==> src/rtl/efp_pkg.sv <==
package efp_pkg;

   // Frame geometry
   localparam int FRAME_BYTES = 32;
   localparam int CRC_POS     = FRAME_BYTES - 2;
   localparam int POS_RPM     = 13;
   localparam int POS_SENSOR  = 19;
   localparam int NUM_SENSORS = 5;
   localparam int CNT_W       = 6;
   localparam int COUNT_MAX   = 63;

   // Arithmetic widths
   localparam int RPM_RAW_W = 16;
   localparam int RPM_X10_W = 20;
   localparam int SCALE_W   = 16;
   localparam int PROD_W    = RPM_X10_W + SCALE_W;
   localparam int RPM_W     = 28;
   localparam int Q_FRAC    = 8;

   // CRC16-MODBUS
   localparam logic [15:0] CRC_INIT = 16'hFFFF;
   localparam logic [15:0] CRC_POLY = 16'hA001;

   localparam logic [7:0]         SENSOR_KEEP = 8'hFF;
   localparam logic [SCALE_W-1:0] SCALE_RESET = 16'd256;

   // Result status codes
   localparam logic [1:0] STATUS_OK      = 2'd0;
   localparam logic [1:0] STATUS_CRC_ERR = 2'd1;
   localparam logic [1:0] STATUS_LEN_ERR = 2'd2;

   typedef struct packed {
      logic [7:0] rx_byte;
      logic       frame_end;
   } req_item_type;

   typedef struct packed {
      logic [1:0]       frame_status;
      logic [RPM_W-1:0] rpm_value;
      logic [15:0]      voltage_tenths;
      logic [15:0]      current_tenths;
      logic [7:0]       fet_temperature;
      logic [7:0]       bec_temperature;
      logic [7:0]       motor_temperature;
      logic [7:0]       bec_voltage;
      logic [7:0]       bec_current;
   } rsp_item_type;

   // Frame summary handed from the byte tracker to the result stage
   typedef struct packed {
      logic                             len_ok;
      logic                             crc_ok;
      logic [RPM_X10_W-1:0]             rpm_x10;
      logic [15:0]                      voltage;
      logic [15:0]                      current;
      logic [NUM_SENSORS-1:0][7:0]      sensor;
   } frame_info_type;

   // One byte through the reflected CRC16 (LSB first)
   function automatic logic [15:0] crc16_update(input logic [15:0] crc,
                                                input logic [7:0]  data);
      logic [15:0] c;
      c = crc ^ {8'h00, data};
      for (int i = 0; i < 8; i++) begin
         c = c[0] ? ((c >> 1) ^ CRC_POLY) : (c >> 1);
      end
      return c;
   endfunction

endpackage

==> src/rtl/efp_capture.sv <==
module efp_capture (
   input  logic                   clock,
   input  logic                   reset,
   input  logic                   step,
   input  efp_pkg::req_item_type  item,
   output efp_pkg::frame_info_type info
);
   import efp_pkg::*;

   localparam logic [CNT_W-1:0] CNT_MAX     = CNT_W'(COUNT_MAX);
   localparam logic [CNT_W-1:0] CNT_FRAME   = CNT_W'(FRAME_BYTES);
   localparam logic [CNT_W-1:0] CNT_CRC_LO  = CNT_W'(CRC_POS);
   localparam logic [CNT_W-1:0] CNT_CRC_HI  = CNT_W'(CRC_POS + 1);
   localparam logic [CNT_W-1:0] CNT_RPM_LO  = CNT_W'(POS_RPM);
   localparam logic [CNT_W-1:0] CNT_RPM_HI  = CNT_W'(POS_RPM + 1);
   localparam logic [CNT_W-1:0] CNT_VOLT_LO = CNT_W'(POS_RPM + 2);
   localparam logic [CNT_W-1:0] CNT_VOLT_HI = CNT_W'(POS_RPM + 3);
   localparam logic [CNT_W-1:0] CNT_CURR_LO = CNT_W'(POS_RPM + 4);
   localparam logic [CNT_W-1:0] CNT_CURR_HI = CNT_W'(POS_RPM + 5);

   logic [CNT_W-1:0]            byte_count_ff, byte_count_in, count_new;
   logic                        over_ff, over_in, over_new;
   logic [15:0]                 crc_ff, crc_in, crc_new;
   logic [15:0]                 rcrc_ff, rcrc_in, rcrc_new;
   logic [RPM_RAW_W-1:0]        rpm_raw_ff, rpm_raw_in;
   logic [RPM_X10_W-1:0]        rpm_x10_ff, rpm_x10_in;
   logic [15:0]                 volt_ff, volt_in;
   logic [15:0]                 curr_ff, curr_in;
   logic [NUM_SENSORS-1:0][7:0] sensor_ff, sensor_in;
   logic                        in_range;

   assign in_range = (byte_count_ff != CNT_MAX);

   // Per-byte capture at the current position
   always_comb begin
      count_new  = byte_count_ff;
      over_new   = over_ff;
      crc_new    = crc_ff;
      rcrc_new   = rcrc_ff;
      rpm_raw_in = rpm_raw_ff;
      volt_in    = volt_ff;
      curr_in    = curr_ff;
      sensor_in  = sensor_ff;
      if (in_range) begin
         count_new = byte_count_ff + 1'b1;
         if (byte_count_ff < CNT_CRC_LO) begin
            crc_new = crc16_update(crc_ff, item.rx_byte);
         end
         if (byte_count_ff == CNT_CRC_LO) begin
            rcrc_new[7:0] = item.rx_byte;
         end
         if (byte_count_ff == CNT_CRC_HI) begin
            rcrc_new[15:8] = item.rx_byte;
         end
         case (byte_count_ff)
            CNT_RPM_LO:  rpm_raw_in[7:0]  = item.rx_byte;
            CNT_RPM_HI:  rpm_raw_in[15:8] = item.rx_byte;
            CNT_VOLT_LO: volt_in[7:0]     = item.rx_byte;
            CNT_VOLT_HI: volt_in[15:8]    = item.rx_byte;
            CNT_CURR_LO: curr_in[7:0]     = item.rx_byte;
            CNT_CURR_HI: curr_in[15:8]    = item.rx_byte;
            default: ;
         endcase
         for (int i = 0; i < NUM_SENSORS; i++) begin
            if (byte_count_ff == CNT_W'(POS_SENSOR + i)) begin
               sensor_in[i] = item.rx_byte;
            end
         end
      end else begin
         over_new = 1'b1;
      end
   end

   // rpm*10 as shift-add, ready well before the frame ends
   assign rpm_x10_in = RPM_X10_W'({rpm_raw_in, 3'b000}) + RPM_X10_W'({rpm_raw_in, 1'b0});

   // Frame end returns the tracker to its start values
   always_comb begin
      if (item.frame_end) begin
         byte_count_in = '0;
         over_in       = 1'b0;
         crc_in        = CRC_INIT;
         rcrc_in       = '0;
      end else begin
         byte_count_in = count_new;
         over_in       = over_new;
         crc_in        = crc_new;
         rcrc_in       = rcrc_new;
      end
   end

   always_ff @(posedge clock) begin
      if (reset) begin
         byte_count_ff <= '0;
         over_ff       <= 1'b0;
         crc_ff        <= CRC_INIT;
         rcrc_ff       <= '0;
      end else if (step) begin
         byte_count_ff <= byte_count_in;
         over_ff       <= over_in;
         crc_ff        <= crc_in;
         rcrc_ff       <= rcrc_in;
      end
   end

   // Field captures, no reset
   always_ff @(posedge clock) begin
      if (step) begin
         rpm_raw_ff <= rpm_raw_in;
         rpm_x10_ff <= rpm_x10_in;
         volt_ff    <= volt_in;
         curr_ff    <= curr_in;
         sensor_ff  <= sensor_in;
      end
   end

   // Summary as seen after this byte
   always_comb begin
      info.len_ok  = !over_new && (count_new == CNT_FRAME);
      info.crc_ok  = (crc_new == rcrc_new);
      info.rpm_x10 = rpm_x10_ff;
      info.voltage = volt_in;
      info.current = curr_in;
      info.sensor  = sensor_in;
   end

   overflow_at_max: assert property (@(posedge clock) disable iff (reset)
      over_ff |-> (byte_count_ff == CNT_MAX))
      else $error("overflow flag set below saturated count");

   restart_after_end: assert property (@(posedge clock) disable iff (reset)
      step && item.frame_end |=> (byte_count_ff == '0) && !over_ff && (crc_ff == CRC_INIT))
      else $error("tracker not restarted after frame end");

endmodule

==> src/rtl/efp_result.sv <==
module efp_result (
   input  logic                    clock,
   input  logic                    reset,
   input  logic                    csr_wr_en,
   input  logic [15:0]             csr_wr_data,
   input  logic                    end_step,
   input  efp_pkg::frame_info_type info,
   input  logic                    rsp_ready,
   output logic                    rsp_valid,
   output efp_pkg::rsp_item_type   rsp_item,
   output logic                    rsp_free
);
   import efp_pkg::*;

   logic [SCALE_W-1:0]          scale_ff;
   logic [1:0]                  status_ff, status_in;
   logic                        rsp_valid_ff, rsp_valid_in;
   logic [RPM_W-1:0]            last_rpm_ff, last_rpm_in;
   logic [15:0]                 last_volt_ff, last_volt_in;
   logic [15:0]                 last_curr_ff, last_curr_in;
   logic [NUM_SENSORS-1:0][7:0] held_ff, held_in;
   logic [PROD_W-1:0]           rpm_prod;
   logic                        frame_ok;

   // Scale register
   always_ff @(posedge clock) begin
      if (reset) begin
         scale_ff <= SCALE_RESET;
      end else if (csr_wr_en) begin
         scale_ff <= csr_wr_data;
      end
   end

   // Frame status
   always_comb begin
      if (!info.len_ok) begin
         status_in = STATUS_LEN_ERR;
      end else if (!info.crc_ok) begin
         status_in = STATUS_CRC_ERR;
      end else begin
         status_in = STATUS_OK;
      end
   end

   assign frame_ok = (status_in == STATUS_OK);
   assign rpm_prod = info.rpm_x10 * scale_ff;

   // Last good values update only on a clean frame
   always_comb begin
      last_rpm_in  = last_rpm_ff;
      last_volt_in = last_volt_ff;
      last_curr_in = last_curr_ff;
      held_in      = held_ff;
      if (end_step && frame_ok) begin
         last_rpm_in  = rpm_prod[Q_FRAC +: RPM_W];
         last_volt_in = info.voltage;
         last_curr_in = info.current;
         for (int i = 0; i < NUM_SENSORS; i++) begin
            if (info.sensor[i] != SENSOR_KEEP) begin
               held_in[i] = info.sensor[i];
            end
         end
      end
   end

   // Output handshake
   assign rsp_free     = !rsp_valid_ff || rsp_ready;
   assign rsp_valid_in = end_step || (rsp_valid_ff && !rsp_ready);

   always_ff @(posedge clock) begin
      if (reset) begin
         rsp_valid_ff <= 1'b0;
         last_rpm_ff  <= '0;
         last_volt_ff <= '0;
         last_curr_ff <= '0;
         held_ff      <= '0;
      end else begin
         rsp_valid_ff <= rsp_valid_in;
         last_rpm_ff  <= last_rpm_in;
         last_volt_ff <= last_volt_in;
         last_curr_ff <= last_curr_in;
         held_ff      <= held_in;
      end
   end

   always_ff @(posedge clock) begin
      if (end_step) begin
         status_ff <= status_in;
      end
   end

   // Result item is the status plus the last good values
   assign rsp_valid = rsp_valid_ff;
   always_comb begin
      rsp_item.frame_status      = status_ff;
      rsp_item.rpm_value         = last_rpm_ff;
      rsp_item.voltage_tenths    = last_volt_ff;
      rsp_item.current_tenths    = last_curr_ff;
      rsp_item.fet_temperature   = held_ff[0];
      rsp_item.bec_temperature   = held_ff[1];
      rsp_item.motor_temperature = held_ff[2];
      rsp_item.bec_voltage       = held_ff[3];
      rsp_item.bec_current       = held_ff[4];
   end

   no_overwrite: assert property (@(posedge clock) disable iff (reset)
      end_step |-> rsp_free)
      else $error("frame result written over a pending result");

endmodule

==> src/rtl/esc_telemetry_frame_parser_core.sv <==
// ESC telemetry frame parser.
//
// req channel: one received byte per item, with frame_end marking the last
// byte before a line-idle gap. rsp channel: one result item per frame end,
// carrying a status (ok, CRC error, length error), rpm scaled by the csr
// register (unsigned 8.8), voltage and current in tenths, and five held
// sensor bytes. Error frames report the last good values.
// csr port: one write-only register, the rpm scale; write it only while idle.
//
// Throughput: one byte per cycle, except while a frame-end byte waits on a
// pending result. A byte goes into the input register, then the CRC update,
// field capture and rpm multiply feed the result register: rsp_valid rises
// once the frame-end byte has passed the input and result registers.
// Reset: scale = 1.0, byte counter cleared, CRC at 0xFFFF, held values zero, no
// result pending.
// Stall: while a result waits on rsp_ready, ordinary bytes keep flowing; a
// following frame-end byte stays in the input register and req_ready drops
// until the pending result is taken.
module esc_telemetry_frame_parser_core (
   input  logic                  clock,
   input  logic                  reset,
   input  logic                  req_valid,
   output logic                  req_ready,
   input  efp_pkg::req_item_type req_item,
   output logic                  rsp_valid,
   input  logic                  rsp_ready,
   output efp_pkg::rsp_item_type rsp_item,
   input  logic                  csr_wr_en,
   input  logic [15:0]           csr_wr_data
);
   import efp_pkg::*;

   logic           in_valid_ff, in_valid_in;
   req_item_type   in_item_ff;
   logic           advance;
   logic           rsp_free;
   frame_info_type info;

   // Input register: an end byte moves on only when the result slot is free
   assign advance     = in_valid_ff && (!in_item_ff.frame_end || rsp_free);
   assign req_ready   = !in_valid_ff || advance;
   assign in_valid_in = (req_valid && req_ready) || (in_valid_ff && !advance);

   always_ff @(posedge clock) begin
      if (reset) begin
         in_valid_ff <= 1'b0;
      end else begin
         in_valid_ff <= in_valid_in;
      end
   end

   always_ff @(posedge clock) begin
      if (req_valid && req_ready) begin
         in_item_ff <= req_item;
      end
   end

   efp_capture u_capture (
      .clock (clock),
      .reset (reset),
      .step  (advance),
      .item  (in_item_ff),
      .info  (info)
   );

   efp_result u_result (
      .clock       (clock),
      .reset       (reset),
      .csr_wr_en   (csr_wr_en),
      .csr_wr_data (csr_wr_data),
      .end_step    (advance && in_item_ff.frame_end),
      .info        (info),
      .rsp_ready   (rsp_ready),
      .rsp_valid   (rsp_valid),
      .rsp_item    (rsp_item),
      .rsp_free    (rsp_free)
   );

   accept_lands: assert property (@(posedge clock) disable iff (reset)
      req_valid && req_ready |=> in_valid_ff)
      else $error("accepted byte lost from input register");

endmodule

==> config.mk <==
export PLATFORM = sky130hd
export DESIGN_NAME = esc_telemetry_frame_parser_core
export DESIGN_NICKNAME = d
export VERILOG_FILES = /design/src/rtl/efp_pkg.sv /design/src/rtl/efp_capture.sv /design/src/rtl/efp_result.sv /design/src/rtl/esc_telemetry_frame_parser_core.sv
export SDC_FILE = /design/constraint.sdc
export NUM_CORES = 1
export LEC_CHECK = 0
export BUFFER_PORTS_ARGS = -buffer_cell sky130_fd_sc_hd__buf_4
export CORE_MARGIN = 1.5
export CORE_UTILIZATION = 45
export CTS_CLUSTER_DIAMETER = 120
export DETAILED_ROUTE_END_ITERATION = 8
export SYNTH_ARGS = -nofsm -noshare
export SYNTH_HDL_FRONTEND = slang
export SYNTH_SLANG_ARGS = --single-unit
export TNS_END_PERCENT = 50
==> constraint.sdc <==
create_clock -name clock -period 10.55 [get_ports clock]
set_input_delay 0.5275 -clock clock [delete_from_list [all_inputs] [get_ports clock]]
set_output_delay 0.5275 -clock clock [all_outputs]
set_load 0.005 [all_outputs]
== Yosys cells after proc, flatten, opt, wreduce, memory -nomap -nowiden ==
Index checks and enable logic that the tools add are counted.
Operators by class
  reductions and logical operators: 24
  $lt $le $gt $ge: 1
  multipliers: 1
  add/sub/neg operators: 2
  multiplexer cells: 36
  shift-type cells: 0
  bitwise gates (word level): 9
  equality and inequality tests: 21
  divide/modulo/power cells: 0
Operator list (count)
  2-to-1 mux 16 bit: 16
  2-to-1 mux 8 bit: 13
  equality test 6 x 5 -> 1 bit (second input constant): 10
  2-to-1 mux 40 bit: 1
  inequality test 8 bit (second input constant): 5
  multiplier 20 x 16 -> 36 bit: 1
  NOT 2 -> 3 bit: 8
  adder 19 x 17 -> 20 bit: 1
  equality test 6 x 4 -> 1 bit (second input constant): 3
  equality test 16 bit: 1
  bitwise XOR 16 x 8 -> 16 bit: 1
  2-to-1 mux 6 bit: 2
  AND reduction 2 bit: 5
  logical AND 1 bit: 7
  adder 6 x 1 -> 6 bit (second input constant): 1
  equality test 6 bit (second input constant): 1
  logical NOT 1 bit: 6
  less-than comparator 6 x 5 -> 1 bit (second input constant): 1
  inequality test 6 bit (second input constant): 1
  logical OR 1 bit: 5
  2-to-1 mux 1 bit: 3
  logical NOT 2 bit: 1
  2-to-1 mux 2 bit: 1
Word-level totals
  RAM bits: 0
  latch bits: 0
  output and inout port bits: 104
  logic and storage cells: 121
  bits of input ports: 30
  register bits: 276
  ROM bits: 0
  memories kept: 0

== Depth between registers and ports, before layout ==
Gate-level depths: netlist of run 1.
  depth after elaboration: 25
  depth in mapped cells: 23
  mapped depth without buffers: 22

== By module ==
A second synthesis of run 1 with hierarchy kept.
Unflattened totals
  cell total of the unflattened synthesis: 2205
  area, all modules: 21963.6 µm²
By module, submodules not included
  efp_result: times used 1, area an instance 14336.2 µm², seq. area each 2402.3 µm², cells an instance 1609
  efp_capture: times used 1, area an instance 7277.0 µm², seq. area each 3933.8 µm², cells an instance 579
  esc_telemetry_frame_parser_core: times used 1, area an instance 350.3 µm², seq. area each 290.3 µm², cells an instance 17

== Least setup slack after synthesis of run 1 ==
Ideal clock, no wire load.
  path kind: reg2reg
  start: register u_result.scale_ff[1]
  end: register u_result.last_rpm_ff[26]
  period minus slack after synthesis: 6.128 ns
  buffers on the path: 2
  setup time: 0.115 ns
  setup slack: 4.422 ns
  cell stages (with the launch flop): 23
  arrival: 6.012 ns
  required time: 10.435 ns
  path through: dfxtp_1 > clkbuf_1 > clkbuf_1 > nand2_1 > fa_1 > fa_1 > fa_1 > inv_1 > fa_1 > fa_1 > inv_1 > fa_1 > inv_1 > ha_1 > a211oi_1 > o221ai_1 > o21ai_0 > o211ai_1 > a31o_2 > a31oi_1 > o21bai_1 > xor2_1 > a31o_1
On the way
  cells in the longest elaborated chain, start to end: 1
Ends and longest elaborated chain
  start, declared: line efp_result.sv:15  | logic [SCALE_W-1:0] scale_ff;
  start signal, assigned: line efp_result.sv:30  | scale_ff <= csr_wr_data;
  multiplier 20 x 16 -> 36 bit: line efp_result.sv:46  | assign rpm_prod = info.rpm_x10 * scale_ff;
  end signal, assigned: line efp_result.sv:79  | last_rpm_ff <= last_rpm_in;
  end, declared: line efp_result.sv:18  | logic [RPM_W-1:0] last_rpm_ff, last_rpm_in;
Every way passes these cells.
A chain may end at the register's enable or synchronous reset.

== Worst setup path after layout of run 1 ==
  start: register u_result.scale_ff[7]
  end: register u_result.last_rpm_ff[26]
Same word-level chain as after synthesis.

==> results of run 1 <==
[state kept, by name, summed over array words and instances, names as in the netlist, 17 cells and up]
signal                cells
u_capture.sensor_ff      40
u_result.rsp_item        40
u_result.last_rpm_ff     28
u_capture.rpm_x10_ff     17
[power groups by stage]
stage,clock (mW),combinational [mW],sequential (mW)
floorplan,0,2.58,1.14
global placement,0,3.40,1.16
detailed placement,0,3.43,1.16
CTS,1.13,3.47,1.14
global route,1.17,3.91,1.14
finish,1.11,3.41,1.14
[how the worst max path moves through the flow]
stage | startpoint | end | slack, ps | depth (start not counted)
after floorplan | u_result.scale_ff[1]$_SDFFE_PP0P_ | u_result.last_rpm_ff[26]$_SDFFE_PP0P_ | 4420 | 22
after global placement | u_result.scale_ff[7]$_SDFFE_PP0P_ | u_result.last_rpm_ff[26]$_SDFFE_PP0P_ | 3600 | 21
after detailed placement | u_result.scale_ff[2]$_SDFFE_PP0P_ | u_result.last_rpm_ff[26]$_SDFFE_PP0P_ | 3570 | 18
after CTS | u_result.scale_ff[7]$_SDFFE_PP0P_ | u_result.last_rpm_ff[26]$_SDFFE_PP0P_ | 3580 | 21
after global routing | u_result.scale_ff[2]$_SDFFE_PP0P_ | u_result.last_rpm_ff[26]$_SDFFE_PP0P_ | 3140 | 20
final | u_result.scale_ff[7]$_SDFFE_PP0P_ | u_result.last_rpm_ff[26]$_SDFFE_PP0P_ | 3580 | 21
[worst max-delay path: stages (launching register included)]
cell,delay (ps)
dfxtp_1,840
nand2_1,180
fa_1,580
inv_1,50
fa_1,500
inv_1,60
fa_1,520
inv_1,50
fa_1,380
fa_1,510
inv_1,50
fa_1,470
inv_1,40
ha_1,370
nand4_1,140
or3_1,390
o211ai_1,700
a31o_2,340
a31oi_1,200
o21bai_1,210
xor2_1,90
a31o_1,210
[placed cells by master, fill, tap and decap left out, types with 13 or more instances in the layout]
master / Yosys / routed
o211ai_1: 15 / 15
a22oi_1: 16 / 16
nand2_1: 232 / 232
and2_1: 138 / 138
nor2_1: 113 / 113
o21ai_0: 28 / 28
a21oi_1: 76 / 76
nor3_1: 24 / 24
dfxtp_1: 157 / 157
ha_1: 122 / 122
mux2_2: 51 / 51
and3_1: 13 / 13
fa_1: 236 / 236
nand3_1: 18 / 18
edfxtp_1: 116 / 116
mux2i_1: 127 / 127
clkbuf_16: 0 / 32
inv_1: 302 / 302
xnor2_1: 46 / 46
xor2_1: 21 / 21
buf_4: 7 / 152
a211oi_1: 40 / 40
[per-layer routing]
layer	part of all wire	up-vias	track usage
li1	-	7043	-
met1	0.46	7467	0.302
met2	0.46	328	0.355
met3	0.055	65	0.0356
met4	0.020	0	0.0507
met5	0	-	0
[per-stage QoR]
stage / hold WS, ps / power (mW) / utilization
6_report: 120 / 5.66 / 0.510
4_1_cts: 94.2 / 5.74 / 0.510
2_1_floorplan: 442 / 3.72 / -
3_3_place_gp: 448 / 4.56 / 0.488
3_5_place_dp: 463 / 4.59 / 0.488
5_1_grt: 97.8 / 6.23 / 0.510
[kinds of logic (layout without fill, tap and decap cells)]
| family | after synthesis | in the layout |
|---|---|---|
| AO/OA/AOI/OAI | 233 | 233 |
| XOR/XNOR | 73 | 73 |
| adder cells (fa/ha/maj) | 358 | 358 |
| buffers and inverters | 418 | 513 |
| flip-flops | 273 | 273 |
| multiplexers | 178 | 178 |
| AND/OR/NAND/NOR | 584 | 584 |
[cell type report]
| type | instances | area, um2 | share of cell area |
|---|---|---|---|
| inverters | 303 | 1140 | 0.0479 |
| well taps | 607 | 759 | 0.0319 |
| multi-input cells | 1426 | 13100 | 0.550 |
| clock buffers | 35 | 822 | 0.0345 |
| flip-flops and latches | 273 | 6630 | 0.278 |
| clock inverters | 23 | 223 | 0.00935 |
| repair buffers | 152 | 1140 | 0.0479 |
==> results.md, run 1 <==
- Status: finished clean
- Seq/Total Area, Yosys: 0.310
- Mapped cell area: 0.0213 mm2
- Pins Over Slew Limit: 0
- Setup TNS: 0 ps
- Area leader, netlist: fa_1
- Main combinational cell family by area after synthesis: adder cells
- DR WL/cell: 18.1 um
- Die Span Y: 221 um
- DP Area: 0.0228 mm2
- Adder-Cell Fraction of Synth Area: 0.293
- Cell depth of the worst flop-to-flop path: 21
- Number of flops mapped to enable cells by yosys: roughly 120
- Max_cap viols: 0
- Via count: 14.9k
- Core region area: between 0.04 and 0.05 mm2
- DRC: 0
- Most numerous cell in the Yosys netlist: inv_1
- Clock latency on the worst-skew pair: about 590 ps
- Initial core utilization: 0.457
- Worst hold path type: input port to flop
- Die area: 0.0487 mm2
- Area fraction of the dominant cell type after synthesis: 0.221
- Yosys cell types: 62
- P&R area growth vs syn: 11.6%
- Worst Max-Slew Pin Slew: 1200 ps
- Internal: 3.19 mW
- Initial antenna violation count: 1
- P_leak: 10.3 nW
- RSZ-0062 raised after global routing: no
- Drt pass-1 iters: 7
- PostCTS Resize Cnt: 0
- Hold Fails Final Rpt: 0
- Post-Route Skew: 24.3 ps
- H-tree Lvls: 1
- Post-Synth XOR/XNOR Area: 0.0333
- RR Endpoint: u_result.last_rpm_ff[26]$_SDFFE_PP0P_
- Ys Warns: 0
- CTS tree: done
- Crit Path Max Fanout: 20
- Post-synthesis register bit count: around 270
- Comb power frac: 0.603
- PD cells: between 200 and 250 mW/mm2
- Clk slew on worst S/H paths: 70 ps
- Hold depth: 1
- Crit end category: flop
- Synth top cells by count: inv_1 (302), fa_1 (236), nand2_1 (232), dfxtp_1 (157), and2_1 (138)
- Vias in the first global route: 15.4k
- RR Startpoint: u_result.scale_ff[7]$_SDFFE_PP0P_
- Synth area leaders: fa_1 (22%), edfxtp_1 (16%), dfxtp_1 (15%)
- Placed insts: 2761
- WL final: 51000 um
- Worst Hold Path EP: in_item_ff[5]$_DFFE_PP_
- CP Class: flop to flop
- Syn nets: 2505
- Syn Area/Cell: 10.1 um2
- Num Clock Sinks: 273
- Compound-Gate Fraction of Synth Area: 0.0705
- 1st-iter DRT viols: 964
- Worst min-delay path startpoint: req_item[5]
- Min cycle time layout: 6970 ps
- TritonCTS Buffers: 31
- Total track usage: 0.217
- Net Sw Frac: 0.437
- Root buffer cell: clkbuf_16
- First-pass GRT wire length: 83200 um
- DP Wirelength: roughly 37000 um
- Critical path arrival: 7460 ps
- Ant diodes: 0
- Post-Layout Cell Count: 2819
- Design area: 0.0238 mm2
- Port bufs: roughly 130
- Startpoint Class: flop
- P_sw: 2.48 mW
- Clock Tree Buf Depth: 3
- Filler cell count in the final layout: 4323
- Syn Inst Count: 2117
- Row cnt: 79
- FMAX: 0.143 GHz
- Crit share post-route: 0.661
- Nets@finish: 2575
- Worst reg-to-reg setup slack: between 3000 and 4000 ps
- CTS Hold Buffers Added: 0
- Critical path data required time: 11040 ps
- Routed Antenna Nets: 0
- I/O pin cnt: 134
- Post-route setup slack: 3580 ps
- Total gr overflow: 0
- Peak VDD IR: 305 uV
- Chip Width: 221 um
- Predominant post-synthesis flop cell: dfxtp_1
- Via-to-Cell Ratio: 5.29
- Placement Setup Slack: about 3600 ps
- Post-CTS Setup Inserts: 0
- Reg power frac: 0.202
- Mux cell area share after synthesis: 0.0865
- Largest net degree at the start of global routing: 80
- Worst slew margin relative to its limit: 0.199
- Share of cells above drive strength 1: 0.120
- Synth Area in Simple Gates: 0.131
- GPL Wtd Cong: 0.851
- Final setup viols: 0
- Fraction of registers with async set/reset: 0
- Clock share of power: 0.196
Note: power is estimated with default switching activity, not from simulation.
==> run 2: changes to the inputs <==
- ABC_AREA: default -> 1
- clock period: 10.55 -> 5.75 ns (I/O delays scaled with it)
==> run 2 against run 1 <==
Final cell count grew 41%; area after synthesis grew 8.4%; first-iteration DRC count grew 11%; critical path depth grew 5.
==> results.md, run 2 <==
- End point of the critical path: u_result.last_rpm_ff[22]$_SDFFE_PP0P_
- Post-Route Skew: 22.3 ps (-2.09 ps)
- Initial core utilization: 0.459 (+0.00104)
- Worst hold path type: input port to flop
- Clk slew on worst S/H paths: 60 ps (about the same)
- First-pass GRT wire length: 104000 um (+25%)
- Area fraction of the dominant cell type after synthesis: 0.204 (-0.0172)
- Ant diodes: 0 (unchanged)
- Post-synthesis register bit count: 273 (unchanged)
- GPL Wtd Cong: 0.947 (+11%)
- Hold Fails Final Rpt: 0 (unchanged)
- CTS tree: done
- Initial antenna violation count: 0 (-1)
- Most frequent cells in the layout: nand2_1 (842), inv_1 (630), buf_4 (278), nor2_1 (262), fa_1 (224)
- Num Clock Sinks: 273 (unchanged)
- Max_cap viols: 0 (unchanged)
- WHS: 29.9 ps (-90.4 ps)
- Register area: 0.00664 mm2 (+0.23%)
- FMAX: 0.179 GHz (+24%)
- Cell depth of the worst flop-to-flop path: 26 (+24%)
- I/O pin cnt: 134 (unchanged)
- P&R area growth vs syn: 19.6%
- Startpoint Class: flop
- Post-route setup slack: 149 ps (-3430 ps)
- Commonest non-fill, non-tap cell in the layout: nand2_1
- Number of cells on the critical path: 26 (+24%)
- CP Class: flop to flop
- Row cnt: 82 (+3.8%)
- Worst slew margin relative to its limit: 0.252 (+0.0525)
- Via count: 19.8k (+33%)
- Predominant post-synthesis flop cell: dfxtp_1
- Core region area: 0.0505 mm2 (+8.2%)
- DR WL/cell: 15.8 um (-13%)
- Placement Setup Slack: -193 ps (-3770 ps)
- Chip Width: 230 um (+4.1%)
- Critical path arrival: 6060 ps (-1400 ps)
- Worst path max stage delay: 530 ps (-310 ps)
- RR Endpoint: u_result.last_rpm_ff[22]$_SDFFE_PP0P_
- Top delay family on crit path: adder cells
- Crit end category: flop
- Synth top cells by count: nand2_1 (856), inv_1 (644), nor2_1 (275), fa_1 (236), o21ai_0 (169)
- Final core utilization: 0.548 (+0.0380)
- Drt pass-1 iters: 5 (-2)
- Filler cell count in the final layout: 4770 (+10%)
- Root buffer cell: clkbuf_16
- Largest net degree at the start of global routing: 90 (+13%)
- Clock latency on the worst-skew pair: 560 ps (-30 ps)
- Port bufs: 133 (unchanged)
- Setup TNS: 0 ps (unchanged)
- Worst path bufs/invs: 7 (+2)
- Die area: 0.0528 mm2 (+8.3%)
- Worst Max-Slew Pin Slew: 1120 ps (-75.5 ps)
- Die Span Y: 230 um (+4.1%)
- CP max-delay cell: fa_1
- WL final: 63000 um (+23%)
- Min cycle time layout: 5600 ps (-1370 ps)
- TritonCTS Buffers: 34 (+9.7%)
- Syn Area/Cell: 7.54 um2 (-25%)
- Via-to-Cell Ratio: 4.96 (-6.1%)
- Yosys cell types: 47 (-24%)
- Total track usage: 0.245 (+0.0279)
- DP Wirelength: 49100 um (+32%)
- Most numerous cell in the Yosys netlist: nand2_1
- Critical path data required time: 6210 ps (-4830 ps)
- H-tree Lvls: 2 (+1)
- Mapped cell area: 0.0231 mm2 (+8.4%)
- Crit share post-route: 0.974 (+0.313)
- Fraction of registers with async set/reset: 0 (unchanged)
- RSZ-0062 raised after global routing: yes
- Pins Over Slew Limit: 0 (unchanged)
- Worst reg-to-reg setup slack: 150 ps (-3430 ps)
- Syn nets: 3456 (+38%)
- Share of cells above drive strength 1: 0.149 (+0.0288)
- Status: finished clean
- Number of flops mapped to enable cells by yosys: 116 (unchanged)
- Nets@finish: 3672 (+43%)
- Area of the multi-input gates: 0.0140 mm2 (+6.6%)
- Seq/Total Area, Yosys: 0.286 (-0.0242)
- Ys Warns: 0 (unchanged)
- DRC: 0 (unchanged)
- Clock Tree Buf Depth: 3 (unchanged)
- RR Startpoint: u_capture.rpm_x10_ff[12]$_DFFE_PP_
- Crit path from: u_capture.rpm_x10_ff[12]$_DFFE_PP_
- Crit Path Max Fanout: 4 (-80%)
- Area leader, netlist: fa_1
- Routed Antenna Nets: 0 (unchanged)
- Total gr overflow: 0 (unchanged)
- Final setup viols: 0 (unchanged)
- Synth area leaders: fa_1 (20%), edfxtp_1 (15%), nand2_1 (14%)
- 1st-iter DRT viols: 1071 (+11%)
- Syn Inst Count: 3068 (+45%)
- Vias in the first global route: 20.4k (+33%)
==> run 2: cell types whose count changed after synthesis, sizes merged, moves of 51 or more <==
cell / before / now
and2: 138 / 1
inv: 302 / 647
mux2: 51 / 0
mux2i: 127 / 0
nand2: 232 / 859
nand3: 18 / 72
nor2: 113 / 285
o21ai: 32 / 196
==> run 2: through the flow <==
step / cells / instance area, um2
3_5_place_dp: 3876 / 25600
3_3_place_gp: 3876 / 25600
5_1_grt: 3982 / 27700
4_1_cts: 3976 / 27100
2_1_floorplan: 3068 / 23100
6_report: 3982 / 27700
==> run 2: cell type report <==
| class | instances | share of cell area |
|---|---|---|
| repair buffers | 324 | 0.0962 |
| clock inverters | 19 | 0.00800 |
| multi-input cells | 2003 | 0.505 |
| inverters | 648 | 0.0880 |
| well taps | 672 | 0.0304 |
| clock buffers | 43 | 0.0330 |
| flip-flops and latches | 273 | 0.240 |
==> run 2: worst min-delay path, stage by stage <==
cell and delay, ps:
buf_4 80, nor2_1 70, nor2_1 110
==> run 2: cell families after synthesis <==
group                    share of synthesized area
AO/OA/AOI/OAI                               0.0721
AND/OR/NAND/NOR                              0.224
flip-flops                                   0.286
buffers and inverters                        0.132
adder cells (fa/ha/maj)                      0.270
XOR/XNOR                                    0.0163
==> run 2: worst min path at each step <==
stage                                       startpoint  depth (start not counted)  slack [ps]                            endpoint
global placement    u_capture.rcrc_ff[14]$_SDFFE_PP0P_                          2         450  u_capture.rcrc_ff[14]$_SDFFE_PP0P_
detailed placement   u_capture.rcrc_ff[2]$_SDFFE_PP0P_                          2         460   u_capture.rcrc_ff[2]$_SDFFE_PP0P_
global route                            csr_wr_data[1]                          3          20   u_result.scale_ff[1]$_SDFFE_PP0P_
finish                                  csr_wr_data[1]                          3          30   u_result.scale_ff[1]$_SDFFE_PP0P_
floorplan                                  req_item[0]                          0         390             in_item_ff[0]$_DFFE_PP_
CTS                                     csr_wr_data[1]                          3           4   u_result.scale_ff[1]$_SDFFE_PP0P_
==> run 2: layer usage <==
metal	track usage	wire (um)	vias up
met1	0.323	27900	9462
met2	0.415	29700	512
li1	-	-	9689
met3	0.0387	3630	106
met5	0	0	-
met4	0.0719	1830	0
==> run 2: repair_timing <==
| action | in CTS | in global routing |
|---|---|---|
| gates resized for setup | 18 | 120 |
| hold endpoints to repair | 24 | 0 |
| hold buffers | 24 | 0 |
| endpoints found under the setup margin | 17 | 23 |
| buffers inserted | 14 | 6 |
| pin swaps | 1 | 33 |
Power of run 2 is not shown: default switching activity piles up to over one toggle a cycle in this logic, so the estimate is an artifact.
